--- config.mk ---
export PLATFORM = sky130hd
export DESIGN_NAME = scancode_to_ascii_with_modifiers
export DESIGN_NICKNAME = d
export VERILOG_FILES = /design/src/sv/sc2a_pkg.sv /design/src/sv/scancode_to_ascii_with_modifiers.sv /design/src/sv/sc2a_keymap.sv
export SDC_FILE = /design/constraint.sdc
export NUM_CORES = 1
export LEC_CHECK = 0
export BUFFER_PORTS_ARGS = -buffer_cell sky130_fd_sc_hd__buf_4
export CAP_MARGIN = 40
export CORE_ASPECT_RATIO = 1.75
export CORE_UTILIZATION = 55
export DETAILED_ROUTE_END_ITERATION = 16
export GPL_ROUTABILITY_DRIVEN = 1
export GPL_TIMING_DRIVEN = 0
export PLACE_DENSITY = 0.76
export SLEW_MARGIN = 5
export SYNTH_ARGS = -nofsm -noshare
export SYNTH_HDL_FRONTEND = slang
export SYNTH_SLANG_ARGS = --single-unit
--- constraint.sdc ---
create_clock -name clk -period 3.4 [get_ports clk]
set_clock_uncertainty 0.1 [all_clocks]
set_input_delay 0.34 -clock clk [delete_from_list [all_inputs] [get_ports clk]]
set_output_delay 0.34 -clock clk [all_outputs]
set_load 0.02 [all_outputs]
--- src/sv/sc2a_pkg.sv ---
// Shared constants, types and key tables for the scancode translator.
// Used by sc2a_keymap and scancode_to_ascii_with_modifiers; no dependencies.
`default_nettype none

package sc2a_pkg;

  // Special scancodes
  localparam logic [7:0] CODE_LSHIFT_MAKE  = 8'h2A;
  localparam logic [7:0] CODE_LSHIFT_BREAK = 8'hAA;
  localparam logic [7:0] CODE_RSHIFT_MAKE  = 8'h36;
  localparam logic [7:0] CODE_RSHIFT_BREAK = 8'hB6;
  localparam logic [7:0] CODE_CAPS_MAKE    = 8'h3A;
  localparam logic [7:0] CODE_BACKSPACE    = 8'h0E;
  localparam logic [7:0] CODE_TAB          = 8'h0F;
  localparam int         RELEASE_BIT       = 7;
  localparam logic [7:0] MAP_SIZE          = 8'h3A;

  // Event kinds
  localparam logic [1:0] EV_NONE = 2'd0;
  localparam logic [1:0] EV_CHAR = 2'd1;
  localparam logic [1:0] EV_BKSP = 2'd2;
  localparam logic [1:0] EV_TAB  = 2'd3;

  localparam int OUT_DATA_W = 16;

  typedef struct packed {
    logic shift;
    logic caps;
  } mods_t;

  typedef struct packed {
    logic [1:0] kind;
    logic [6:0] ch;
  } result_t;

  // Unshifted character per make code; zero means unmapped.
  function automatic logic [6:0] plain_char(input logic [5:0] code);
    logic [6:0] c;
    case (code)
      6'h02: c = 7'h31;  6'h03: c = 7'h32;  6'h04: c = 7'h33;  6'h05: c = 7'h34;
      6'h06: c = 7'h35;  6'h07: c = 7'h36;  6'h08: c = 7'h37;  6'h09: c = 7'h38;
      6'h0A: c = 7'h39;  6'h0B: c = 7'h30;  6'h0C: c = 7'h2D;  6'h0D: c = 7'h3D;
      6'h10: c = 7'h71;  6'h11: c = 7'h77;  6'h12: c = 7'h65;  6'h13: c = 7'h72;
      6'h14: c = 7'h74;  6'h15: c = 7'h79;  6'h16: c = 7'h75;  6'h17: c = 7'h69;
      6'h18: c = 7'h6F;  6'h19: c = 7'h70;  6'h1A: c = 7'h5B;  6'h1B: c = 7'h5D;
      6'h1C: c = 7'h0A;
      6'h1E: c = 7'h61;  6'h1F: c = 7'h73;  6'h20: c = 7'h64;  6'h21: c = 7'h66;
      6'h22: c = 7'h67;  6'h23: c = 7'h68;  6'h24: c = 7'h6A;  6'h25: c = 7'h6B;
      6'h26: c = 7'h6C;  6'h27: c = 7'h3B;  6'h28: c = 7'h27;  6'h29: c = 7'h60;
      6'h2B: c = 7'h5C;  6'h2C: c = 7'h7A;  6'h2D: c = 7'h78;  6'h2E: c = 7'h63;
      6'h2F: c = 7'h76;  6'h30: c = 7'h62;  6'h31: c = 7'h6E;  6'h32: c = 7'h6D;
      6'h33: c = 7'h2C;  6'h34: c = 7'h2E;  6'h35: c = 7'h2F;  6'h39: c = 7'h20;
      default: c = 7'h00;
    endcase
    return c;
  endfunction

  // Shifted symbol for non-letter keys; zero means same as unshifted.
  function automatic logic [6:0] shift_char(input logic [5:0] code);
    logic [6:0] c;
    case (code)
      6'h02: c = 7'h21;  6'h03: c = 7'h40;  6'h04: c = 7'h23;  6'h05: c = 7'h24;
      6'h06: c = 7'h25;  6'h07: c = 7'h5E;  6'h08: c = 7'h26;  6'h09: c = 7'h2A;
      6'h0A: c = 7'h28;  6'h0B: c = 7'h29;  6'h0C: c = 7'h5F;  6'h0D: c = 7'h2B;
      6'h1A: c = 7'h7B;  6'h1B: c = 7'h7D;  6'h27: c = 7'h3A;  6'h28: c = 7'h22;
      6'h29: c = 7'h7E;  6'h2B: c = 7'h7C;  6'h33: c = 7'h3C;  6'h34: c = 7'h3E;
      6'h35: c = 7'h3F;
      default: c = 7'h00;
    endcase
    return c;
  endfunction

endpackage

`default_nettype wire

--- src/sv/scancode_to_ascii_with_modifiers.sv ---
// Top level: set-1 scancode to ASCII translator with shift and caps-lock state.
// Depends on sc2a_pkg and sc2a_keymap.
//
//   channel  dir  word fields (lowest bit up)
//   s_*      in   tdata[7:0] scan_byte
//   m_*      out  tdata[1:0] event_kind, [8:2] char_code, [15:9] zero
//
// One word per cycle sustained while m does not stall. The path is input register
// -> keymap lookup -> result register, and m_tvalid rises as a word enters the
// result register; the modifier flags update as a word moves into it.
// rst clears the modifier flags and both valid bits.
// A stall on m holds the result register and the input register; s_tready
// stays high while the input stage can drain or is empty.
`default_nettype none

module scancode_to_ascii_with_modifiers import sc2a_pkg::*; (
  input  wire logic                  clk,
  input  wire logic                  rst,
  input  wire logic                  s_tvalid,
  output logic                       s_tready,
  input  wire logic [7:0]            s_tdata,   // [7:0] scan_byte
  output logic                       m_tvalid,
  input  wire logic                  m_tready,
  output logic [OUT_DATA_W-1:0]      m_tdata    // [1:0] event_kind, [8:2] char_code
);

  logic       in_valid;
  logic [7:0] in_byte;
  logic       advance;

  logic       left_shift_held;
  logic       right_shift_held;
  logic       caps_active;
  mods_t      mods;
  result_t    lookup;
  result_t    out_word;

  assign advance  = in_valid && (!m_tvalid || m_tready);
  assign s_tready = !in_valid || advance;

  assign mods = '{shift: (left_shift_held || right_shift_held), caps: caps_active};

  sc2a_keymap u_keymap (
    .code   (in_byte),
    .mods   (mods),
    .result (lookup)
  );

  always_ff @(posedge clk) begin
    if (rst) begin
      in_valid <= 1'b0;
    end else if (s_tready) begin
      in_valid <= s_tvalid;
    end
  end

  always_ff @(posedge clk) begin
    if (s_tvalid && s_tready) begin
      in_byte <= s_tdata;
    end
  end

  // Modifier flags follow the word leaving the input register.
  always_ff @(posedge clk) begin
    if (rst) begin
      left_shift_held  <= 1'b0;
      right_shift_held <= 1'b0;
      caps_active      <= 1'b0;
    end else if (advance) begin
      case (in_byte)
        CODE_LSHIFT_MAKE:  left_shift_held  <= 1'b1;
        CODE_LSHIFT_BREAK: left_shift_held  <= 1'b0;
        CODE_RSHIFT_MAKE:  right_shift_held <= 1'b1;
        CODE_RSHIFT_BREAK: right_shift_held <= 1'b0;
        CODE_CAPS_MAKE:    caps_active      <= !caps_active;
        default: begin
        end
      endcase
    end
  end

  always_ff @(posedge clk) begin
    if (rst) begin
      m_tvalid <= 1'b0;
    end else if (advance) begin
      m_tvalid <= 1'b1;
    end else if (m_tready) begin
      m_tvalid <= 1'b0;
    end
  end

  always_ff @(posedge clk) begin
    if (advance) begin
      out_word <= lookup;
    end
  end

  assign m_tdata = {{(OUT_DATA_W - 9){1'b0}}, out_word.ch, out_word.kind};

endmodule

`default_nettype wire

--- src/sv/sc2a_keymap.sv ---
// Combinational translation of one scancode byte under the current modifiers.
// Depends on sc2a_pkg for codes, tables and the result type.
`default_nettype none

module sc2a_keymap import sc2a_pkg::*; (
  input  wire logic [7:0] code,
  input  wire mods_t      mods,
  output result_t         result
);

  logic [6:0] plain;
  logic [6:0] shifted;
  logic [6:0] ch;
  logic       in_map;

  assign in_map  = (code < MAP_SIZE);
  assign plain   = plain_char(code[5:0]);
  assign shifted = shift_char(code[5:0]);

  always_comb begin
    if (!in_map) begin
      ch = 7'h00;
    end else if (plain inside {[7'h61:7'h7A]}) begin
      // letters: shift XOR caps picks upper case
      ch = (mods.shift != mods.caps) ? (plain - 7'h20) : plain;
    end else if (mods.shift && shifted != 7'h00) begin
      ch = shifted;
    end else begin
      ch = plain;
    end
  end

  always_comb begin
    result = '{kind: EV_NONE, ch: 7'h00};
    case (code)
      CODE_LSHIFT_MAKE, CODE_LSHIFT_BREAK, CODE_RSHIFT_MAKE, CODE_RSHIFT_BREAK,
      CODE_CAPS_MAKE: begin
        result = '{kind: EV_NONE, ch: 7'h00};
      end
      CODE_BACKSPACE: begin
        result = '{kind: EV_BKSP, ch: 7'h00};
      end
      CODE_TAB: begin
        result = '{kind: EV_TAB, ch: 7'h00};
      end
      default: begin
        // drop release codes and unmapped make codes
        if (!code[RELEASE_BIT] && ch != 7'h00) begin
          result = '{kind: EV_CHAR, ch: ch};
        end
      end
    endcase
  end

endmodule

`default_nettype wire
# Word level (Yosys, flattened, before mapping)
# Memories as Yosys holds them, arrays and structs flattened. A register that Yosys moved wholly into a read port is not among the register bits.
# Index checks and enable logic that the tools add are counted.
word_totals:
  ff_bits: 22
  mem_bits_ro: 896
  inputBits: 12
  out_inout_bits: 18
  word_cells: 55
  n_memories: 2
mem_list:
  columns: ["memory", "words", "word_bits", "read_ports", "rd_ports_with_merged_regs", "write_ports", "line_no", "rtl"]
  rows:
  - ["(no name shown)", 64, 7, 1, 1, 0, "sc2a_pkg.sv:61", "case (code)"]
  - ["(no name shown)", 64, 7, 1, 1, 0, "sc2a_pkg.sv:39", "case (code)"]
classes:
  n_addsub: 1
  n_lt_le_gt_ge: 3
  n_eq_ne: 8
  n_mux: 12
  reduce_logical: 21
op_table:
  columns: ["operator", "count"]
  rows:
  - ["$mux 7", 4]
  - ["$pmux 9 s3", 1]
  - ["$eq 8x6->1 const B", 3]
  - ["$eq 8x4->1 const B", 2]
  - ["$eq 8x8->1 const B", 2]
  - ["$reduce_bool 7->1", 2]
  - ["$mux 6", 2]
  - ["$lt 8x6->1 const B", 1]
  - ["$mux 8", 1]
  - ["$ge 7x7->1 const B", 1]
  - ["$le 7x7->1 const B", 1]
  - ["$sub 7x6->7 const B", 1]
  - ["$reduce_and 2->1", 3]
  - ["$reduce_bool 2->1", 3]
  - ["$logic_and 1x1->1", 5]
  - ["$reduce_or 5->1", 1]
  - ["$logic_not 1->1", 4]
  - ["$pmux 1 s2", 2]
  - ["$logic_or 1x1->1", 3]
  - ["$mux 1", 2]
  - ["$ne 1x1->1", 1]

# Logic depth before layout (Yosys ltp)
# Gate-level depths: netlist of the first run.
depth:
  depth_word: 9
  depth_mapped: 13
  ltp_nobuf: 9

# Hierarchy
# From an unflattened synthesis of the first run, not the netlist that was laid out.
hier_totals:
  cells_unflattened: 276
  hier_area_um2: 2438.6
modules_own_cells:
  columns: ["mod", "instances", "cells_each", "area_each_um2", "seq_area_each_um2"]
  rows:
  - ["sc2a_keymap", 1, 221, 1600.3, 0.0]
  - ["scancode_to_ascii_with_modifiers", 1, 55, 838.3, 610.6]

# Worst setup path before layout of the first run
# Ideal clock, no wire load.
synth_path:
  kind: "register to register"
  startpoint: "register m_tvalid"
  endpoint: "register u_keymap.plain[1] (netlist name)"
  setup_ps: 129
  arrival_time_ps: 2297
  required_time_ps: 3171
  setup_slack_ps: 874
  stages_incl_launch_ff: 12
  n_path_buf: 3
  synth_period_minus_slack_ps: 2526
  path_cell_list: "dfxtp_1 -> and3b_4 -> buf_6 -> o211ai_4 -> inv_2 -> buf_2 -> ha_1 -> clkbuf_1 -> nand2_1 -> a21oi_1 -> o311ai_0 -> nand3_1"
synth_via:
  elab_chain_cells: 6
synth_lines:
  columns: ["item", "line_no", "rtl"]
  rows:
  - ["start, declared", "scancode_to_ascii_with_modifiers.sv:22", "output logic m_tvalid,"]
  - ["start signal, assigned", "scancode_to_ascii_with_modifiers.sv:84", "m_tvalid <= 1'b0;"]
  - ["start signal, assigned", "scancode_to_ascii_with_modifiers.sv:86", "m_tvalid <= 1'b1;"]
  - ["start signal, assigned", "scancode_to_ascii_with_modifiers.sv:88", "m_tvalid <= 1'b0;"]
  - ["$logic_not 1->1", "scancode_to_ascii_with_modifiers.sv:38", "assign advance = in_valid && (!m_tvalid || m_tready);"]
  - ["$logic_or 1x1->1", "scancode_to_ascii_with_modifiers.sv:38", null]
  - ["$logic_and 1x1->1", "scancode_to_ascii_with_modifiers.sv:38", null]
  - ["$logic_or 1x1->1", "scancode_to_ascii_with_modifiers.sv:39", "assign s_tready = !in_valid || advance;"]
  - ["$logic_and 1x1->1", "scancode_to_ascii_with_modifiers.sv:58", "if (s_tvalid && s_tready) begin"]
  - ["$mux 6 (no line)", null, null]
# Every way passes these cells.
# A chain may end at the register's enable or synchronous reset.

# Worst setup path in the final report of the first run
layout_path:
  startpoint: "register m_tvalid"
  endpoint: "register u_keymap.plain[1] (netlist name)"
layout_via:
  elab_chain_cells: 6
layout_lines:
  columns: ["item", "line_no"]
  rows:
  - ["$logic_not 1->1", "scancode_to_ascii_with_modifiers.sv:38"]
  - ["$logic_or 1x1->1", "scancode_to_ascii_with_modifiers.sv:38"]
  - ["$logic_and 1x1->1", "scancode_to_ascii_with_modifiers.sv:38"]
  - ["$logic_or 1x1->1", "scancode_to_ascii_with_modifiers.sv:39"]
  - ["$logic_and 1x1->1", "scancode_to_ascii_with_modifiers.sv:58"]
  - ["$mux 6 (no line)", null]
# Every way passes these cells.

==> results of run 1 <==
sequential cells by signal (all words and copies together), names as in the netlist, 7 cells and up:
register,cells
in_byte,8
m_tdata,9
u_keymap.plain,7
u_keymap.shifted,7
cells by family (layout without fill, tap and decap cells):
logic type	count (synthesis)	in the layout	share of synthesized area [%]
AND/OR/NAND/NOR	119	119	22.0
AO/OA/AOI/OAI	104	104	27.2
buffers and inverters	38	68	8.00
flip-flops	36	36	32.2
adder cells (fa/ha/maj)	13	13	5.88
multiplexers	7	7	2.71
XOR/XNOR	6	6	1.90
other	1	7	0.135
per-layer routing:
metal  up-vias  global-route usage [%]  wire length (um)
met1      1272                    32.0              2860
met5         -                       0                 0
met3        44                    4.44               479
met4         0                    23.1               509
li1       1271                       -                 -
met2       144                    61.8              4410
layout by cell type (no fill, tap or decap), drive strengths merged, types with 10 or more instances in the layout:
| master | count |
|---|---|
| buf | 45 |
| nand2 | 39 |
| nor2 | 31 |
| a21oi | 22 |
| o21ai | 20 |
| dfxtp | 19 |
| edfxtp | 17 |
| ha | 13 |
| clkbuf | 12 |
| inv | 10 |
| o211ai | 10 |
worst paths after layout:
| kind | from | slack [ns] | cells after the start | to |
|---|---|---|---|---|
| max | m_tvalid | 0.20 | 11 | u_keymap.plain[1] |
| min reg2reg | left_shift_held | 0.42 | 2 | left_shift_held |
| max reg2reg | m_tvalid | 0.20 | 11 | u_keymap.plain[1] |
| min | s_tdata[7] | 0.12 | 1 | in_byte[7] |
through the flow:
stage               total power, uW  instances  area [um^2]  hold WS, ns
floorplan                       811        330         2790        0.309
global placement                925        404         3020        0.405
detailed placement              930        404         3020        0.411
CTS                            1260        412         3120        0.119
global route                   1320        412         3120        0.115
finish                         1270        412         3120        0.123
area by class of cell:
cell class | count | area share [%]
buffer | 28 | 5.89
clock buffer | 7 | 3.12
clock inverter | 1 | 0.160
inverter | 10 | 1.20
multi-input combinational | 256 | 53.7
sequential | 36 | 28.5
tap | 52 | 2.08
timing repair buffer | 22 | 5.29
power groups by stage:
stage          Clock, uW  Combinational (uW)  Sequential [uW]
2_1_floorplan          0                 269              542
3_3_place_gp           0                 380              545
3_5_place_dp           0                 383              547
4_1_cts              339                 385              537
5_1_grt              354                 427              544
6_report             336                 396              538
==> flow_summary.toml, run 1 <==
[synth]
synth-main-ff-cell = "dfxtp_1"
ys_warn_count = 0
yosysMostFrequentCell = "nand2_1"
syn_area_um2 = 2770
synthTopCellsByArea = "edfxtp_1 (18%), dfxtp_1 (14%), ha_1 (5.9%)"
ys_types = 64
synth_edf_count = 17
seq_area_frac_synth_pct = 32.2
synth_common_cells = "nand2_1 (39), nor2_1 (29), a21oi_1 (20)"
synth_top_area_share_pct = 18.4
async_reset_ff_share_pct = 0
synth-seq-cells = 36
synth_area_leader_cell = "edfxtp_1"
syn_avg_cell_area_um2 = 8.54
synthesis.instances = 324

[setup_path]
cpPeakStageDelay_ns = 0.46
crit_path_start_kind = "register"
path_cells = "and3b_4 > buf_6 > o211ai_4 > inv_2 > buf_2 > ha_1 > clkbuf_1 > nand2_1 > a21oi_1 > o311ai_0 > nand3_1"
crit_required_ns = 3.46
crit_family = "compound AO/OA/AOI/OAI gates"
arrival_ns = 3.26
critPathMaxFanout = 14
cp-end-kind = "register"
path_buf_inv = 4
cp_slowest_cell = "o311ai_0"
critical_path_class = "register to register"

[drt]
viasPerCell = 6.63
first_iter_violations = 168
dr_total_vias = 2731
drc = 0
wl_per_cell_um = 20.0
drt-total-wl_um = 8260
antenna_left = 0
firstDrtPassIters = 6

[die]
die_h_um = 95.8
num_rows = 33
coreArea_um2 = 4750
pin_count = 30
die_w_um = 55.6
initial_core_util_pct = 58.3
die_area_um2 = 5330

[cells_and_area]
areaGrowthSynthToFinish_pct = 12.8
utilization_pct = 65.8
drive_gt1_share_pct = 18.9
seqCellArea_um2 = 891
multi_input_area_um2 = 1680
fillers = 433
nets = 384
antennaDiodeCount = 0

[clock_tree]
htree_levels = 2
path_clk_slew_ns = 0.07
cts_resized = 0
post-cts-setup-buffer-count = 0
numCtsBuffers = 5
hold_buffers = 0
root_buffer = "clkbuf_8"
cts_tree = "built"
cts_sinks = 36
ctsLongestPathBuffers = 2
clkLatencyLatePin_ns = 0.29

[timing]
drv_slew = 0
finalWorstSetupSlack_ns = 0.198
slew_headroom_pct = 52.6
worst_slew_pin_slew_ns = 0.708
setup_viol = 0
grt_setup_unrepaired = "false"
finalHoldViolCount = 0
finalCriticalPeriod_ns = 3.20
finalSetupTns_ns = 0
period_share_pct = 94.2
fmax_mhz = 312

[global_routing]
grt_overflow_total = 0
grt_pass1_vias = 2664
grt_antenna_before_repair = 0
grtUsageTotal_pct = 32.5
grt_start_max_net_pins = 15
grt_first_pass_wirelength_um = 13200

[power_and_ir_drop]
p_comb_share_pct = 31.2
ir_drop_uv = 338
p_leak_uw = 0.00127
powerDensity_nw_per_um2 = 407
power.switching_uw = 435
p_seq_share_pct = 42.4
internal_power_uw = 836
sw_frac_of_total_pct = 34.2
pwr-share-clk_pct = 26.5

[place]
port_buffers = 22
dp_slack_ns = 0.288
gp_congestion = 1.00
dp_hpwl_um = 6230

[run]
maxCapViolations = 0

[status]
outcome = "completed"

[worst_hold_path]
hold_class = "input pin to register"
Power figures use the tool's default switching activity.
==> run 2, diff against run 1 <==
- CORE_MARGIN: unset -> 2
==> flow_summary.toml, run 2 (synthesis results as in run 1) <==
[setup_path]
path_cells = "and3b_4 > buf_6 > o211ai_2 > inv_1 > ha_1 > clkbuf_1 > o21ai_0 > a21oi_1 > a2bb2oi_1"
critPathMaxFanout = 10
crit_required_ns = 3.48
arrival_ns = 3.32
cp-end-kind = "register"
critical_path_class = "register to register"
cpPeakStageDelay_ns = 0.51
crit_path_start_kind = "register"
crit_family = "compound AO/OA/AOI/OAI gates"
cp_slowest_cell = "o21ai_0"
path_buf_inv = 3

[clock_tree]
root_buffer = "clkbuf_8"
cts_resized = 0
htree_levels = 2
hold_buffers = 0
ctsLongestPathBuffers = 2
cts_tree = "built"
cts_sinks = 36
post-cts-setup-buffer-count = 0
path_clk_slew_ns = 0.07
numCtsBuffers = 5
clkLatencyLatePin_ns = 0.29

[die]
die_area_um2 = 5640
initial_core_util_pct = 56.6
coreArea_um2 = 4890
die_h_um = 97.8
num_rows = 34
die_w_um = 57.6
pin_count = 30

[power_and_ir_drop]
p_leak_uw = 0.00126
ir_drop_uv = 442
powerDensity_nw_per_um2 = 396
totalPowerFinal_uw = 1230

[cells_and_area]
layout_common_cells = "nand2_1 (39), buf_4 (32), nor2_1 (29)"
drive_gt1_share_pct = 19.2
areaGrowthSynthToFinish_pct = 12.4
fillers = 443
antennaDiodeCount = 0
largest_register_ffs = 9
layout_commonest_cell = "nand2_1"
nets = 384

[drt]
first_iter_violations = 215
dr_total_vias = 2781
drc = 0
firstDrtPassIters = 7
drt-total-wl_um = 8580
met3_length_um = 408
met1_length_um = 3010
wl_per_cell_um = 20.7
viasPerCell = 6.72
maxUsedRoutingLayer = "met4"
wl_met2_um = 4610
antenna_left = 0

[timing]
drv_slew = 0
slew_headroom_pct = 49.2
grt_setup_unrepaired = "false"
worst_slew_pin_slew_ns = 0.760
finalCriticalPeriod_ns = 3.24
setup_viol = 0
period_share_pct = 95.3
finalSetupTns_ns = 0
finalHoldViolCount = 0
fmax_mhz = 309

[global_routing]
grt_first_pass_wirelength_um = 14000
grt_start_max_net_pins = 15
grt_antenna_before_repair = 0
grt_overflow_total = 0
grtUsageTotal_pct = 32.0
grt_pass1_vias = 2813

[status]
outcome = "completed"

[worst_hold_path]
hold_class = "input pin to register"

[run]
maxCapViolations = 0

[place]
port_buffers = 22
gp_congestion = 1.01
dp_hpwl_um = 6500
-- run 2: cell count changes in the layout (fill, tap and decap cells not counted) --
cell and delta:
clkinv_2 +1, clkbuf_16 -1, clkinv_4 +1, clkbuf_1 -1
-- run 2: through the flow --
stage | cell area [um^2] | std cells | utilization, % | hold WS [ns] | setup WS [ns]
6_report | 3110 | 414 | 63.6 | 0.124 | 0.159
5_1_grt | 3110 | 414 | 63.6 | 0.123 | 0.0104
2_1_floorplan | 2790 | 330 | - | 0.309 | 0.874
4_1_cts | 3110 | 414 | 63.6 | 0.125 | 0.224
3_3_place_gp | 3020 | 406 | 61.8 | 0.404 | 0.135
3_5_place_dp | 3020 | 406 | 61.8 | 0.423 | 0.188
-- run 2: final timing paths --
kind	startpoint	end	slack [ns]	depth (start not counted)
hold reg to reg	caps_active	caps_active	0.45	2
hold / removal	s_tdata[7]	in_byte[7]	0.12	1
setup reg to reg	m_tvalid	u_keymap.plain[2]	0.16	9
setup / recovery	m_tvalid	u_keymap.plain[2]	0.16	9
-- run 2: report_power, final --
| group | switching, uW | internal, uW | leakage (uW) |
|---|---|---|---|
| Sequential | 39.3 | 498 | 0.000319 |
| Clock | 152 | 142 | 0.0000479 |
| Combinational | 249 | 150 | 0.000894 |
-- run 2: worst reg2reg max path: cells and delay by family (launching register included) --
family	cells	cell delay [ns]
AOI/OAI and AO/OA	4	1.41
adders and majority gates	1	0.26
DFF	1	0.41
buffers and inverters	3	0.72
and+or+nand+nor	1	0.24
-- run 2: cell type report --
cell class,count,area [um^2],area share (%)
Clock buffer,5,68.8,2.21
Tap cell,54,67.6,2.17
Sequential cell,36,891,28.6
Clock inverter,3,18.8,0.603
Multi-Input combinational cell,256,1680,53.9
Buffer,28,184,5.91
Inverter,10,37.5,1.21
Timing Repair Buffer,22,165,5.31
-- run 2: per-layer routing --
layer	track usage, %	vias to the layer above
met5	0	-
met4	20.8	0
li1	-	1267
met2	58.3	156
met1	33.1	1314
met3	3.31	44
